===== src/hdl/shabs_pkg.sv =====
// ----------------------------------------------------------------------------
// SHA-256 byte stream hasher package
// Shared types, state encoding, round constants and the round functions.
// ----------------------------------------------------------------------------
package shabs_pkg;

    localparam int WORD_W      = 32;
    localparam int BYTE_W      = 8;
    localparam int COUNT_W     = 61;
    localparam int LEN_W       = 64;
    localparam int BLOCK_WORDS = 16;
    localparam int HASH_WORDS  = 8;
    localparam int ROUNDS      = 64;
    localparam int ROUND_IDX_W = $clog2(ROUNDS);
    localparam int POS_W       = 6;
    localparam int DIGEST_IDX_W = $clog2(HASH_WORDS);

    localparam logic [BYTE_W-1:0] PAD_MARK_BYTE = 8'h80;
    localparam logic [POS_W-1:0]  POS_LAST      = 6'd63;
    localparam logic [POS_W-1:0]  POS_LEN_START = 6'd56;
    localparam logic [2:0]        LEN_LAST_BYTE = 3'd7;
    localparam logic [ROUND_IDX_W-1:0] ROUND_LAST = 6'd63;
    localparam logic [DIGEST_IDX_W-1:0] DIGEST_LAST = 3'd7;

    localparam logic [WORD_W-1:0] HASH_INIT [HASH_WORDS] = '{
        32'h6A09E667, 32'hBB67AE85, 32'h3C6EF372, 32'hA54FF53A,
        32'h510E527F, 32'h9B05688C, 32'h1F83D9AB, 32'h5BE0CD19
    };

    localparam logic [WORD_W-1:0] ROUND_K [ROUNDS] = '{
        32'h428A2F98, 32'h71374491, 32'hB5C0FBCF, 32'hE9B5DBA5,
        32'h3956C25B, 32'h59F111F1, 32'h923F82A4, 32'hAB1C5ED5,
        32'hD807AA98, 32'h12835B01, 32'h243185BE, 32'h550C7DC3,
        32'h72BE5D74, 32'h80DEB1FE, 32'h9BDC06A7, 32'hC19BF174,
        32'hE49B69C1, 32'hEFBE4786, 32'h0FC19DC6, 32'h240CA1CC,
        32'h2DE92C6F, 32'h4A7484AA, 32'h5CB0A9DC, 32'h76F988DA,
        32'h983E5152, 32'hA831C66D, 32'hB00327C8, 32'hBF597FC7,
        32'hC6E00BF3, 32'hD5A79147, 32'h06CA6351, 32'h14292967,
        32'h27B70A85, 32'h2E1B2138, 32'h4D2C6DFC, 32'h53380D13,
        32'h650A7354, 32'h766A0ABB, 32'h81C2C92E, 32'h92722C85,
        32'hA2BFE8A1, 32'hA81A664B, 32'hC24B8B70, 32'hC76C51A3,
        32'hD192E819, 32'hD6990624, 32'hF40E3585, 32'h106AA070,
        32'h19A4C116, 32'h1E376C08, 32'h2748774C, 32'h34B0BCB5,
        32'h391C0CB3, 32'h4ED8AA4A, 32'h5B9CCA4F, 32'h682E6FF3,
        32'h748F82EE, 32'h78A5636F, 32'h84C87814, 32'h8CC70208,
        32'h90BEFFFA, 32'hA4506CEB, 32'hBEF9A3F7, 32'hC67178F2
    };

    typedef enum logic [2:0] {
        ST_IDLE,
        ST_ROUND,
        ST_ADD,
        ST_PAD_MARK,
        ST_PAD_ZERO,
        ST_PAD_LEN,
        ST_OUT
    } state_t;

    typedef struct packed {
        logic                     shift_byte;
        logic [BYTE_W-1:0]        byte_val;
        logic                     step;
    } sched_ctrl_t;

    typedef struct packed {
        logic                     load;
        logic                     step;
        logic                     add;
        logic                     init;
        logic [ROUND_IDX_W-1:0]   round_idx;
        logic [DIGEST_IDX_W-1:0]  rd_idx;
    } round_ctrl_t;

    function automatic logic [WORD_W-1:0] big_sigma0(input logic [WORD_W-1:0] x);
        big_sigma0 = {x[1:0], x[31:2]} ^ {x[12:0], x[31:13]} ^ {x[21:0], x[31:22]};
    endfunction

    function automatic logic [WORD_W-1:0] big_sigma1(input logic [WORD_W-1:0] x);
        big_sigma1 = {x[5:0], x[31:6]} ^ {x[10:0], x[31:11]} ^ {x[24:0], x[31:25]};
    endfunction

    function automatic logic [WORD_W-1:0] small_sigma0(input logic [WORD_W-1:0] x);
        small_sigma0 = {x[6:0], x[31:7]} ^ {x[17:0], x[31:18]} ^ {3'b000, x[31:3]};
    endfunction

    function automatic logic [WORD_W-1:0] small_sigma1(input logic [WORD_W-1:0] x);
        small_sigma1 = {x[16:0], x[31:17]} ^ {x[18:0], x[31:19]} ^ {10'b0, x[31:10]};
    endfunction

endpackage


===== src/hdl/shabs_in_if.sv =====
// ----------------------------------------------------------------------------
// Message byte channel
// Valid/ready channel carrying one message byte and the end-of-message flag.
// ----------------------------------------------------------------------------
interface shabs_in_if;
    logic                          valid;
    logic                          ready;
    logic [shabs_pkg::BYTE_W-1:0]  data_byte;
    logic                          byte_valid;
    logic                          end_of_message;

    modport source (output valid, output data_byte, output byte_valid,
                    output end_of_message, input ready);
    modport sink   (input valid, input data_byte, input byte_valid,
                    input end_of_message, output ready);
endinterface


===== src/hdl/shabs_out_if.sv =====
// ----------------------------------------------------------------------------
// Digest word channel
// Valid/ready channel carrying one digest word with its position.
// ----------------------------------------------------------------------------
interface shabs_out_if;
    logic                                valid;
    logic                                ready;
    logic [shabs_pkg::WORD_W-1:0]        digest_word;
    logic [shabs_pkg::DIGEST_IDX_W-1:0]  word_index;
    logic                                last_word;

    modport source (output valid, output digest_word, output word_index,
                    output last_word, input ready);
    modport sink   (input valid, input digest_word, input word_index,
                    input last_word, output ready);
endinterface


===== src/hdl/shabs_sched.sv =====
// ----------------------------------------------------------------------------
// Block buffer and message schedule
// Collects bytes big-endian into a 16-word window and rolls out one
// schedule word per round.
// ----------------------------------------------------------------------------
module shabs_sched (
    input  logic                          clk,
    input  shabs_pkg::sched_ctrl_t        ctrl,
    output logic [shabs_pkg::WORD_W-1:0]  w_head
);

    logic [shabs_pkg::WORD_W-1:0] window_reg  [shabs_pkg::BLOCK_WORDS];
    logic [shabs_pkg::WORD_W-1:0] window_next [shabs_pkg::BLOCK_WORDS];
    logic [shabs_pkg::WORD_W-1:0] w_new;

    // The word sixteen rounds ahead of the one leaving the window.
    assign w_new = shabs_pkg::small_sigma1(window_reg[14]) + window_reg[9]
                 + shabs_pkg::small_sigma0(window_reg[1]) + window_reg[0];

    assign w_head = window_reg[0];

    always_comb
    begin
        for (int i = 0; i < shabs_pkg::BLOCK_WORDS; i++)
        begin
            window_next[i] = window_reg[i];
        end
        if (ctrl.shift_byte)
        begin
            // The whole block moves up one byte so the first byte ends in word 0.
            for (int i = 0; i < shabs_pkg::BLOCK_WORDS - 1; i++)
            begin
                window_next[i] = {window_reg[i][23:0], window_reg[i+1][31:24]};
            end
            window_next[shabs_pkg::BLOCK_WORDS-1] =
                {window_reg[shabs_pkg::BLOCK_WORDS-1][23:0], ctrl.byte_val};
        end
        else if (ctrl.step)
        begin
            for (int i = 0; i < shabs_pkg::BLOCK_WORDS - 1; i++)
            begin
                window_next[i] = window_reg[i+1];
            end
            window_next[shabs_pkg::BLOCK_WORDS-1] = w_new;
        end
    end

    always_ff @(posedge clk)
    begin
        for (int i = 0; i < shabs_pkg::BLOCK_WORDS; i++)
        begin
            window_reg[i] <= window_next[i];
        end
    end

endmodule


===== src/hdl/shabs_round.sv =====
// ----------------------------------------------------------------------------
// Compression round unit
// Holds the working variables and the chain value; one round per cycle.
// ----------------------------------------------------------------------------
module shabs_round (
    input  logic                          clk,
    input  logic                          rst_n,
    input  shabs_pkg::round_ctrl_t        ctrl,
    input  logic [shabs_pkg::WORD_W-1:0]  w_t,
    output logic [shabs_pkg::WORD_W-1:0]  chain_word
);

    logic [shabs_pkg::WORD_W-1:0] work_reg  [shabs_pkg::HASH_WORDS];
    logic [shabs_pkg::WORD_W-1:0] work_next [shabs_pkg::HASH_WORDS];
    logic [shabs_pkg::WORD_W-1:0] chain_reg [shabs_pkg::HASH_WORDS];
    logic [shabs_pkg::WORD_W-1:0] chain_next [shabs_pkg::HASH_WORDS];
    logic [shabs_pkg::WORD_W-1:0] ch_val;
    logic [shabs_pkg::WORD_W-1:0] maj_val;
    logic [shabs_pkg::WORD_W-1:0] t1;
    logic [shabs_pkg::WORD_W-1:0] t2;

    assign ch_val  = (work_reg[4] & work_reg[5]) ^ (~work_reg[4] & work_reg[6]);
    assign maj_val = (work_reg[0] & work_reg[1]) ^ (work_reg[0] & work_reg[2])
                   ^ (work_reg[1] & work_reg[2]);
    assign t1 = work_reg[7] + shabs_pkg::big_sigma1(work_reg[4]) + ch_val
              + shabs_pkg::ROUND_K[ctrl.round_idx] + w_t;
    assign t2 = shabs_pkg::big_sigma0(work_reg[0]) + maj_val;

    assign chain_word = chain_reg[ctrl.rd_idx];

    always_comb
    begin
        for (int i = 0; i < shabs_pkg::HASH_WORDS; i++)
        begin
            work_next[i]  = work_reg[i];
            chain_next[i] = chain_reg[i];
        end
        if (ctrl.load)
        begin
            for (int i = 0; i < shabs_pkg::HASH_WORDS; i++)
            begin
                work_next[i] = chain_reg[i];
            end
        end
        else if (ctrl.step)
        begin
            work_next[7] = work_reg[6];
            work_next[6] = work_reg[5];
            work_next[5] = work_reg[4];
            work_next[4] = work_reg[3] + t1;
            work_next[3] = work_reg[2];
            work_next[2] = work_reg[1];
            work_next[1] = work_reg[0];
            work_next[0] = t1 + t2;
        end
        if (ctrl.init)
        begin
            for (int i = 0; i < shabs_pkg::HASH_WORDS; i++)
            begin
                chain_next[i] = shabs_pkg::HASH_INIT[i];
            end
        end
        else if (ctrl.add)
        begin
            for (int i = 0; i < shabs_pkg::HASH_WORDS; i++)
            begin
                chain_next[i] = chain_reg[i] + work_reg[i];
            end
        end
    end

    always_ff @(posedge clk)
    begin
        for (int i = 0; i < shabs_pkg::HASH_WORDS; i++)
        begin
            work_reg[i] <= work_next[i];
        end
    end

    always_ff @(posedge clk or negedge rst_n)
    begin
        if (!rst_n)
        begin
            for (int i = 0; i < shabs_pkg::HASH_WORDS; i++)
            begin
                chain_reg[i] <= shabs_pkg::HASH_INIT[i];
            end
        end
        else
        begin
            for (int i = 0; i < shabs_pkg::HASH_WORDS; i++)
            begin
                chain_reg[i] <= chain_next[i];
            end
        end
    end

endmodule


===== src/hdl/sha256_byte_stream_hasher_unit.sv =====
// Message bytes are taken one per cycle while the unit is idle; the 64th byte of
// a block holds input ready low through the rounds and the chain update.
// Closing a message shifts in padding and length one byte a cycle plus one or
// two compressions, then eight digest words follow.
// Reset (asynchronous, active low) restores the initial hash and a zero count.
// ----------------------------------------------------------------------------
// SHA-256 byte stream hasher
// Sequencer around the block buffer/schedule and the shared round unit.
// ----------------------------------------------------------------------------
module sha256_byte_stream_hasher_unit (
    input  logic         clk,
    input  logic         rst_n,
    shabs_in_if.sink     msg_in,
    shabs_out_if.source  digest_out
);

    shabs_pkg::state_t      state_reg, state_next;
    logic [shabs_pkg::POS_W-1:0]        pos_reg, pos_next;
    logic [shabs_pkg::COUNT_W-1:0]      count_reg, count_next;
    logic [shabs_pkg::LEN_W-1:0]        len_reg, len_next;
    logic [2:0]                         len_cnt_reg, len_cnt_next;
    logic [shabs_pkg::ROUND_IDX_W-1:0]  round_reg, round_next;
    logic [shabs_pkg::DIGEST_IDX_W-1:0] out_idx_reg, out_idx_next;
    logic closing_reg, closing_next;
    logic mark_done_reg, mark_done_next;
    logic final_reg, final_next;

    shabs_pkg::sched_ctrl_t sched_ctrl;
    shabs_pkg::round_ctrl_t round_ctrl;
    logic [shabs_pkg::WORD_W-1:0] w_head;
    logic [shabs_pkg::WORD_W-1:0] chain_word;

    shabs_sched u_sched (
        .clk    (clk),
        .ctrl   (sched_ctrl),
        .w_head (w_head)
    );

    shabs_round u_round (
        .clk        (clk),
        .rst_n      (rst_n),
        .ctrl       (round_ctrl),
        .w_t        (w_head),
        .chain_word (chain_word)
    );

    assign msg_in.ready           = (state_reg == shabs_pkg::ST_IDLE);
    assign digest_out.valid       = (state_reg == shabs_pkg::ST_OUT);
    assign digest_out.digest_word = chain_word;
    assign digest_out.word_index  = out_idx_reg;
    assign digest_out.last_word   = (out_idx_reg == shabs_pkg::DIGEST_LAST);

    always_comb
    begin
        state_next     = state_reg;
        pos_next       = pos_reg;
        count_next     = count_reg;
        len_next       = len_reg;
        len_cnt_next   = len_cnt_reg;
        round_next     = round_reg;
        out_idx_next   = out_idx_reg;
        closing_next   = closing_reg;
        mark_done_next = mark_done_reg;
        final_next     = final_reg;

        sched_ctrl.shift_byte = 1'b0;
        sched_ctrl.byte_val   = '0;
        sched_ctrl.step       = 1'b0;
        round_ctrl.load       = 1'b0;
        round_ctrl.step       = 1'b0;
        round_ctrl.add        = 1'b0;
        round_ctrl.init       = 1'b0;
        round_ctrl.round_idx  = round_reg;
        round_ctrl.rd_idx     = out_idx_reg;

        case (state_reg)
            shabs_pkg::ST_IDLE:
            begin
                if (msg_in.valid)
                begin
                    closing_next = msg_in.end_of_message;
                    if (msg_in.byte_valid)
                    begin
                        sched_ctrl.shift_byte = 1'b1;
                        sched_ctrl.byte_val   = msg_in.data_byte;
                        pos_next   = pos_reg + 1'b1;
                        count_next = count_reg + 1'b1;
                        if (pos_reg == shabs_pkg::POS_LAST)
                        begin
                            round_ctrl.load = 1'b1;
                            round_next      = '0;
                            state_next      = shabs_pkg::ST_ROUND;
                        end
                        else if (msg_in.end_of_message)
                        begin
                            state_next = shabs_pkg::ST_PAD_MARK;
                        end
                    end
                    else if (msg_in.end_of_message)
                    begin
                        state_next = shabs_pkg::ST_PAD_MARK;
                    end
                end
            end

            shabs_pkg::ST_ROUND:
            begin
                round_ctrl.step = 1'b1;
                sched_ctrl.step = 1'b1;
                round_next      = round_reg + 1'b1;
                if (round_reg == shabs_pkg::ROUND_LAST)
                begin
                    state_next = shabs_pkg::ST_ADD;
                end
            end

            shabs_pkg::ST_ADD:
            begin
                round_ctrl.add = 1'b1;
                if (!closing_reg)
                begin
                    state_next = shabs_pkg::ST_IDLE;
                end
                else if (final_reg)
                begin
                    out_idx_next = '0;
                    state_next   = shabs_pkg::ST_OUT;
                end
                else if (!mark_done_reg)
                begin
                    state_next = shabs_pkg::ST_PAD_MARK;
                end
                else
                begin
                    state_next = shabs_pkg::ST_PAD_ZERO;
                end
            end

            shabs_pkg::ST_PAD_MARK:
            begin
                sched_ctrl.shift_byte = 1'b1;
                sched_ctrl.byte_val   = shabs_pkg::PAD_MARK_BYTE;
                pos_next       = pos_reg + 1'b1;
                mark_done_next = 1'b1;
                len_next       = {count_reg, 3'b000};
                len_cnt_next   = '0;
                if (pos_reg == shabs_pkg::POS_LAST)
                begin
                    round_ctrl.load = 1'b1;
                    round_next      = '0;
                    state_next      = shabs_pkg::ST_ROUND;
                end
                else
                begin
                    state_next = shabs_pkg::ST_PAD_ZERO;
                end
            end

            shabs_pkg::ST_PAD_ZERO:
            begin
                if (pos_reg == shabs_pkg::POS_LEN_START)
                begin
                    state_next = shabs_pkg::ST_PAD_LEN;
                end
                else
                begin
                    sched_ctrl.shift_byte = 1'b1;
                    pos_next = pos_reg + 1'b1;
                    if (pos_reg == shabs_pkg::POS_LAST)
                    begin
                        round_ctrl.load = 1'b1;
                        round_next      = '0;
                        state_next      = shabs_pkg::ST_ROUND;
                    end
                end
            end

            shabs_pkg::ST_PAD_LEN:
            begin
                // Bit length goes out most significant byte first.
                sched_ctrl.shift_byte = 1'b1;
                sched_ctrl.byte_val   = len_reg[shabs_pkg::LEN_W-1 -: shabs_pkg::BYTE_W];
                len_next     = {len_reg[shabs_pkg::LEN_W-shabs_pkg::BYTE_W-1:0],
                                {shabs_pkg::BYTE_W{1'b0}}};
                len_cnt_next = len_cnt_reg + 1'b1;
                pos_next     = pos_reg + 1'b1;
                if (len_cnt_reg == shabs_pkg::LEN_LAST_BYTE)
                begin
                    final_next      = 1'b1;
                    round_ctrl.load = 1'b1;
                    round_next      = '0;
                    state_next      = shabs_pkg::ST_ROUND;
                end
            end

            shabs_pkg::ST_OUT:
            begin
                if (digest_out.ready)
                begin
                    out_idx_next = out_idx_reg + 1'b1;
                    if (out_idx_reg == shabs_pkg::DIGEST_LAST)
                    begin
                        round_ctrl.init = 1'b1;
                        count_next      = '0;
                        pos_next        = '0;
                        closing_next    = 1'b0;
                        mark_done_next  = 1'b0;
                        final_next      = 1'b0;
                        state_next      = shabs_pkg::ST_IDLE;
                    end
                end
            end

            default:
            begin
                state_next = shabs_pkg::ST_IDLE;
            end
        endcase
    end

    always_ff @(posedge clk or negedge rst_n)
    begin
        if (!rst_n)
        begin
            state_reg     <= shabs_pkg::ST_IDLE;
            pos_reg       <= '0;
            count_reg     <= '0;
            len_cnt_reg   <= '0;
            round_reg     <= '0;
            out_idx_reg   <= '0;
            closing_reg   <= 1'b0;
            mark_done_reg <= 1'b0;
            final_reg     <= 1'b0;
        end
        else
        begin
            state_reg     <= state_next;
            pos_reg       <= pos_next;
            count_reg     <= count_next;
            len_cnt_reg   <= len_cnt_next;
            round_reg     <= round_next;
            out_idx_reg   <= out_idx_next;
            closing_reg   <= closing_next;
            mark_done_reg <= mark_done_next;
            final_reg     <= final_next;
        end
    end

    always_ff @(posedge clk)
    begin
        len_reg <= len_next;
    end

endmodule


===== src/flat_wrapper.sv =====
// flat-port wrapper written by rule: the top's interface ports become plain ports
module sha256_byte_stream_hasher_unit_flat 
  (clk, rst_n, msg_in_valid, msg_in_data_byte, msg_in_byte_valid, msg_in_end_of_message, msg_in_ready, digest_out_valid, digest_out_digest_word, digest_out_word_index, digest_out_last_word, digest_out_ready);
  shabs_in_if msg_in_i ();
  shabs_out_if digest_out_i ();
  input  logic clk;
  input  logic rst_n;
  input wire logic [$bits(msg_in_i.valid)-1:0] msg_in_valid;
  input wire logic [$bits(msg_in_i.data_byte)-1:0] msg_in_data_byte;
  input wire logic [$bits(msg_in_i.byte_valid)-1:0] msg_in_byte_valid;
  input wire logic [$bits(msg_in_i.end_of_message)-1:0] msg_in_end_of_message;
  output wire logic [$bits(msg_in_i.ready)-1:0] msg_in_ready;
  output wire logic [$bits(digest_out_i.valid)-1:0] digest_out_valid;
  output wire logic [$bits(digest_out_i.digest_word)-1:0] digest_out_digest_word;
  output wire logic [$bits(digest_out_i.word_index)-1:0] digest_out_word_index;
  output wire logic [$bits(digest_out_i.last_word)-1:0] digest_out_last_word;
  input wire logic [$bits(digest_out_i.ready)-1:0] digest_out_ready;
  assign msg_in_i.valid = msg_in_valid;
  assign msg_in_i.data_byte = msg_in_data_byte;
  assign msg_in_i.byte_valid = msg_in_byte_valid;
  assign msg_in_i.end_of_message = msg_in_end_of_message;
  assign msg_in_ready = msg_in_i.ready;
  assign digest_out_valid = digest_out_i.valid;
  assign digest_out_digest_word = digest_out_i.digest_word;
  assign digest_out_word_index = digest_out_i.word_index;
  assign digest_out_last_word = digest_out_i.last_word;
  assign digest_out_i.ready = digest_out_ready;
  sha256_byte_stream_hasher_unit u_core (.clk(clk), .rst_n(rst_n), .msg_in(msg_in_i), .digest_out(digest_out_i));
endmodule

===== config.mk =====
export PLATFORM = sky130hd
export DESIGN_NAME = sha256_byte_stream_hasher_unit_flat
export DESIGN_NICKNAME = d
export VERILOG_FILES = /design/src/hdl/shabs_pkg.sv /design/src/hdl/shabs_in_if.sv /design/src/hdl/shabs_out_if.sv /design/src/hdl/shabs_sched.sv /design/src/hdl/shabs_round.sv /design/src/hdl/sha256_byte_stream_hasher_unit.sv /design/src/flat_wrapper.sv
export SDC_FILE = /design/constraint.sdc
export NUM_CORES = 2
export LEC_CHECK = 0
export BUFFER_PORTS_ARGS = -buffer_cell sky130_fd_sc_hd__buf_2
export CORE_MARGIN = 2
export CORE_UTILIZATION = 45
export DETAILED_ROUTE_END_ITERATION = 6
export PLACE_DENSITY_LB_ADDON = 0.2
export SLEW_MARGIN = 20
export SYNTH_ARGS = -nofsm -noshare
export SYNTH_HDL_FRONTEND = slang
export SYNTH_HIERARCHICAL = 1
export SYNTH_SLANG_ARGS = --single-unit

===== constraint.sdc =====
create_clock -name clk -period 9.7 [get_ports clk]
set_input_delay 2.91 -clock clk [delete_from_list [all_inputs] [get_ports clk]]
set_output_delay 2.91 -clock clk [all_outputs]
set_load 0.02 [all_outputs]

==> impl_metrics.json <==
{
  "synth_flop_cell": "edfxtp_1",
  "synth_cell_type_count": 107,
  "cpMaxStageDelayCell": "fa_1",
  "fin_crit_sh_pct": 95.1,
  "outcome": "finished, final reports clean",
  "finalCriticalPeriod_ns": 9.23,
  "routed_via_density": 6.05,
  "drv_cap": 0,
  "diodes": 0,
  "drive_above_1_share_pct": 19.8,
  "whs_ns": 0.508,
  "clkLatencyLatePin_ns": 0.82,
  "drt_wl_total_mm": 247,
  "cts_buffers": 140,
  "finalHoldViolCount": 0,
  "holdCritPathClass": "reg -> reg",
  "worst-slew-pin-transition_ns": 1.21,
  "cp-end-kind": "flop",
  "crit_start": "u_core/round_reg[0]",
  "required_ns": 10.25,
  "worst-setup-path-type": "reg -> reg",
  "fin_util_pct": 49.5,
  "cts-root-buf": "clkbuf_16",
  "fp.dieArea_sq_mm": 0.182,
  "nFillCells": 15788,
  "ys_seq_area_share_pct": 41.9,
  "dp_hpwl_mm": 181,
  "layout.nets": 7820,
  "mostFrequentLayoutCells": "edfxtp_1, mux2_2, nand2_1, o21ai_0, a21oi_1",
  "wire_per_inst_microns": 25.5,
  "coreArea_sq_mm": 0.177,
  "antenna_left": 0,
  "die_x_microns": 426,
  "min_from": "u_core/len_cnt_reg[2]",
  "crit_family": "compound AO/OA/AOI/OAI gates",
  "synth_area_per_cell_sq_um": 11.0,
  "critPathArrivalTime_ns": 9.78,
  "clkTransAtPathRegs_ns": 0.06,
  "synth.cell_area_sq_mm": 0.0802,
  "clock_path_buffers": 3,
  "fmax_ghz": 0.108,
  "grt_pass1_vias": 56434,
  "cts_hold_buf": 0,
  "final_common_cell": "edfxtp_1",
  "port_buffers": 51,
  "drc_errors": 0,
  "grt_util_all_layers_pct": 26.7,
  "dr.pass1.iters": 6,
  "finalSetupViolCount": 0,
  "cts_sinks": 1170,
  "place.gp.congestion": 0.962,
  "synth_edf_count": 829,
  "ys_seq_elements": 1170,
  "slew_violations": 0,
  "ys_async_sr_fraction_pct": 29.1,
  "post_cts_buffers": 0,
  "overflow": 0,
  "crit_buf_inv": 5,
  "cts_tree": "done",
  "die_y_microns": 426,
  "cts.htree.levels": 4,
  "largest_reg_flops": 512,
  "syn_to_final_growth_pct": 8.94,
  "ios": 52,
  "grt_antenna_before_repair": 4,
  "skew_ns": 0.0557,
  "fp-row-count": 154,
  "grt_max_degree": 193,
  "drtIter0Drc": 5717,
  "rsz0062_at_grt": "no",
  "start_util_pct": 45.4,
  "r2r_slack_ns": 0.47,
  "yosys_warnings": 6,
  "grt_pass1_wl_mm": 367,
  "cp-start-kind": "flop",
  "worstPathMaxFanout": 15,
  "finalSetupTns_ns": 0,
  "critPathMaxStageDelay_ns": 0.51,
  "slew_headroom_pct": 19.4,
  "synth_fp_nets": 7912,
  "route.vias.total": 58464,
  "syn_inst": 7306,
  "reg2reg_from": "u_core/round_reg[0]"
}
through the flow:
step / cell area (sq um) / worst slack (ns) / std cells
3_5_place_dp: 82700 / 0.323 / 9412
3_3_place_gp: 82700 / 0.380 / 9412
5_1_grt: 87400 / 0.0166 / 9669
6_report: 87400 / 0.472 / 9669
4_1_cts: 87300 / 0.308 / 9669
2_1_floorplan: 80200 / 0.904 / 7306
final timing paths:
| kind | end | cells after the start |
|---|---|---|
| max | u_core/u_round/work_reg[0][31] | 38 |
| min | u_core/len_cnt_reg[2] | 1 |
| max reg2reg | u_core/u_round/work_reg[0][31] | 38 |
| min reg2reg | u_core/len_cnt_reg[2] | 1 |
| max in group asynchronous | u_core/round_reg[3] | 2 |
| min in group asynchronous | u_core/u_round/chain_reg[252] | 1 |
repair_timing:
item / 4_1_cts / 5_1_grt
endpoints found under the setup margin: 0 / 4
endpoints found under the hold margin: 0 / 0
gates resized for setup: 0 / 18
cells in the mapped netlist, drive strengths merged, types with 20 or more instances:
cell / instances / area [sq um]
or3: 55 / 344
fa: 195 / 3900
xor2: 167 / 1460
or4: 26 / 203
o21bai: 42 / 319
nand3: 123 / 616
o21ai: 461 / 2320
a211o: 23 / 201
dfstp: 136 / 3570
ha: 397 / 4970
a21o: 208 / 1560
o22ai: 22 / 144
dfrtp: 205 / 5130
nor4: 20 / 125
and2: 22 / 138
edfxtp: 829 / 24900
nor3: 94 / 470
o31ai: 53 / 408
nor2b: 68 / 425
nand2b: 59 / 369
a31oi: 50 / 313
mux2i: 82 / 821
nand4: 40 / 256
o21a: 64 / 482
xnor2: 394 / 3450
a21oi: 447 / 2270
mux2: 792 / 8920
o211ai: 65 / 493
buf: 81 / 454
nor2: 410 / 1540
inv: 434 / 1630
nand2: 465 / 1750
mux4: 76 / 1710
and3: 50 / 313
a311oi: 22 / 205
a211oi: 63 / 478
clkbuf: 293 / 1100
cell type report:
cell class / instances / area [sq um] / share of cell area (%)
clock buffers: 191 / 3960 / 4.53
clock inverters: 66 / 607 / 0.694
inverters: 437 / 1670 / 1.91
multi-input cells: 5325 / 43600 / 49.8
flip-flops and latches: 1170 / 33600 / 38.5
well taps: 2340 / 2930 / 3.35
repair buffers: 140 / 1050 / 1.20
worst reg2reg max path: cells and delay by family, from the launching register on:
kind,cells,cell delay [ns]
fa+ha+maj,7,2.89
flops,1,0.39
xor+xnor,2,0.45
compound gates,14,2.98
mux,1,0.27
simple gates,9,1.37
buf+inv,5,0.66
kinds of logic (layout without fill, tap and decap cells):
group / Yosys count / count (layout) / share of synthesized area [%]
XOR/XNOR: 562 / 562 / 6.15
adder cells (fa/ha/maj): 594 / 594 / 11.1
buffers and inverters: 811 / 834 / 3.98
AO/OA/AOI/OAI: 1699 / 1699 / 13.6
multiplexers: 950 / 950 / 14.3
flip-flops: 1170 / 1170 / 41.9
AND/OR/NAND/NOR: 1520 / 1520 / 9.04
routing by layer:
layer | wire, microns | track usage (%)
met1 | 111000 | 38.9
met2 | 109000 | 40.5
met3 | 18400 | 4.76
met4 | 7620 | 8.00
met5 | 13 | 0
Power is left out: the tool's default activity adds up to more than one toggle a clock period on the data nets, which glitch-free logic cannot reach.
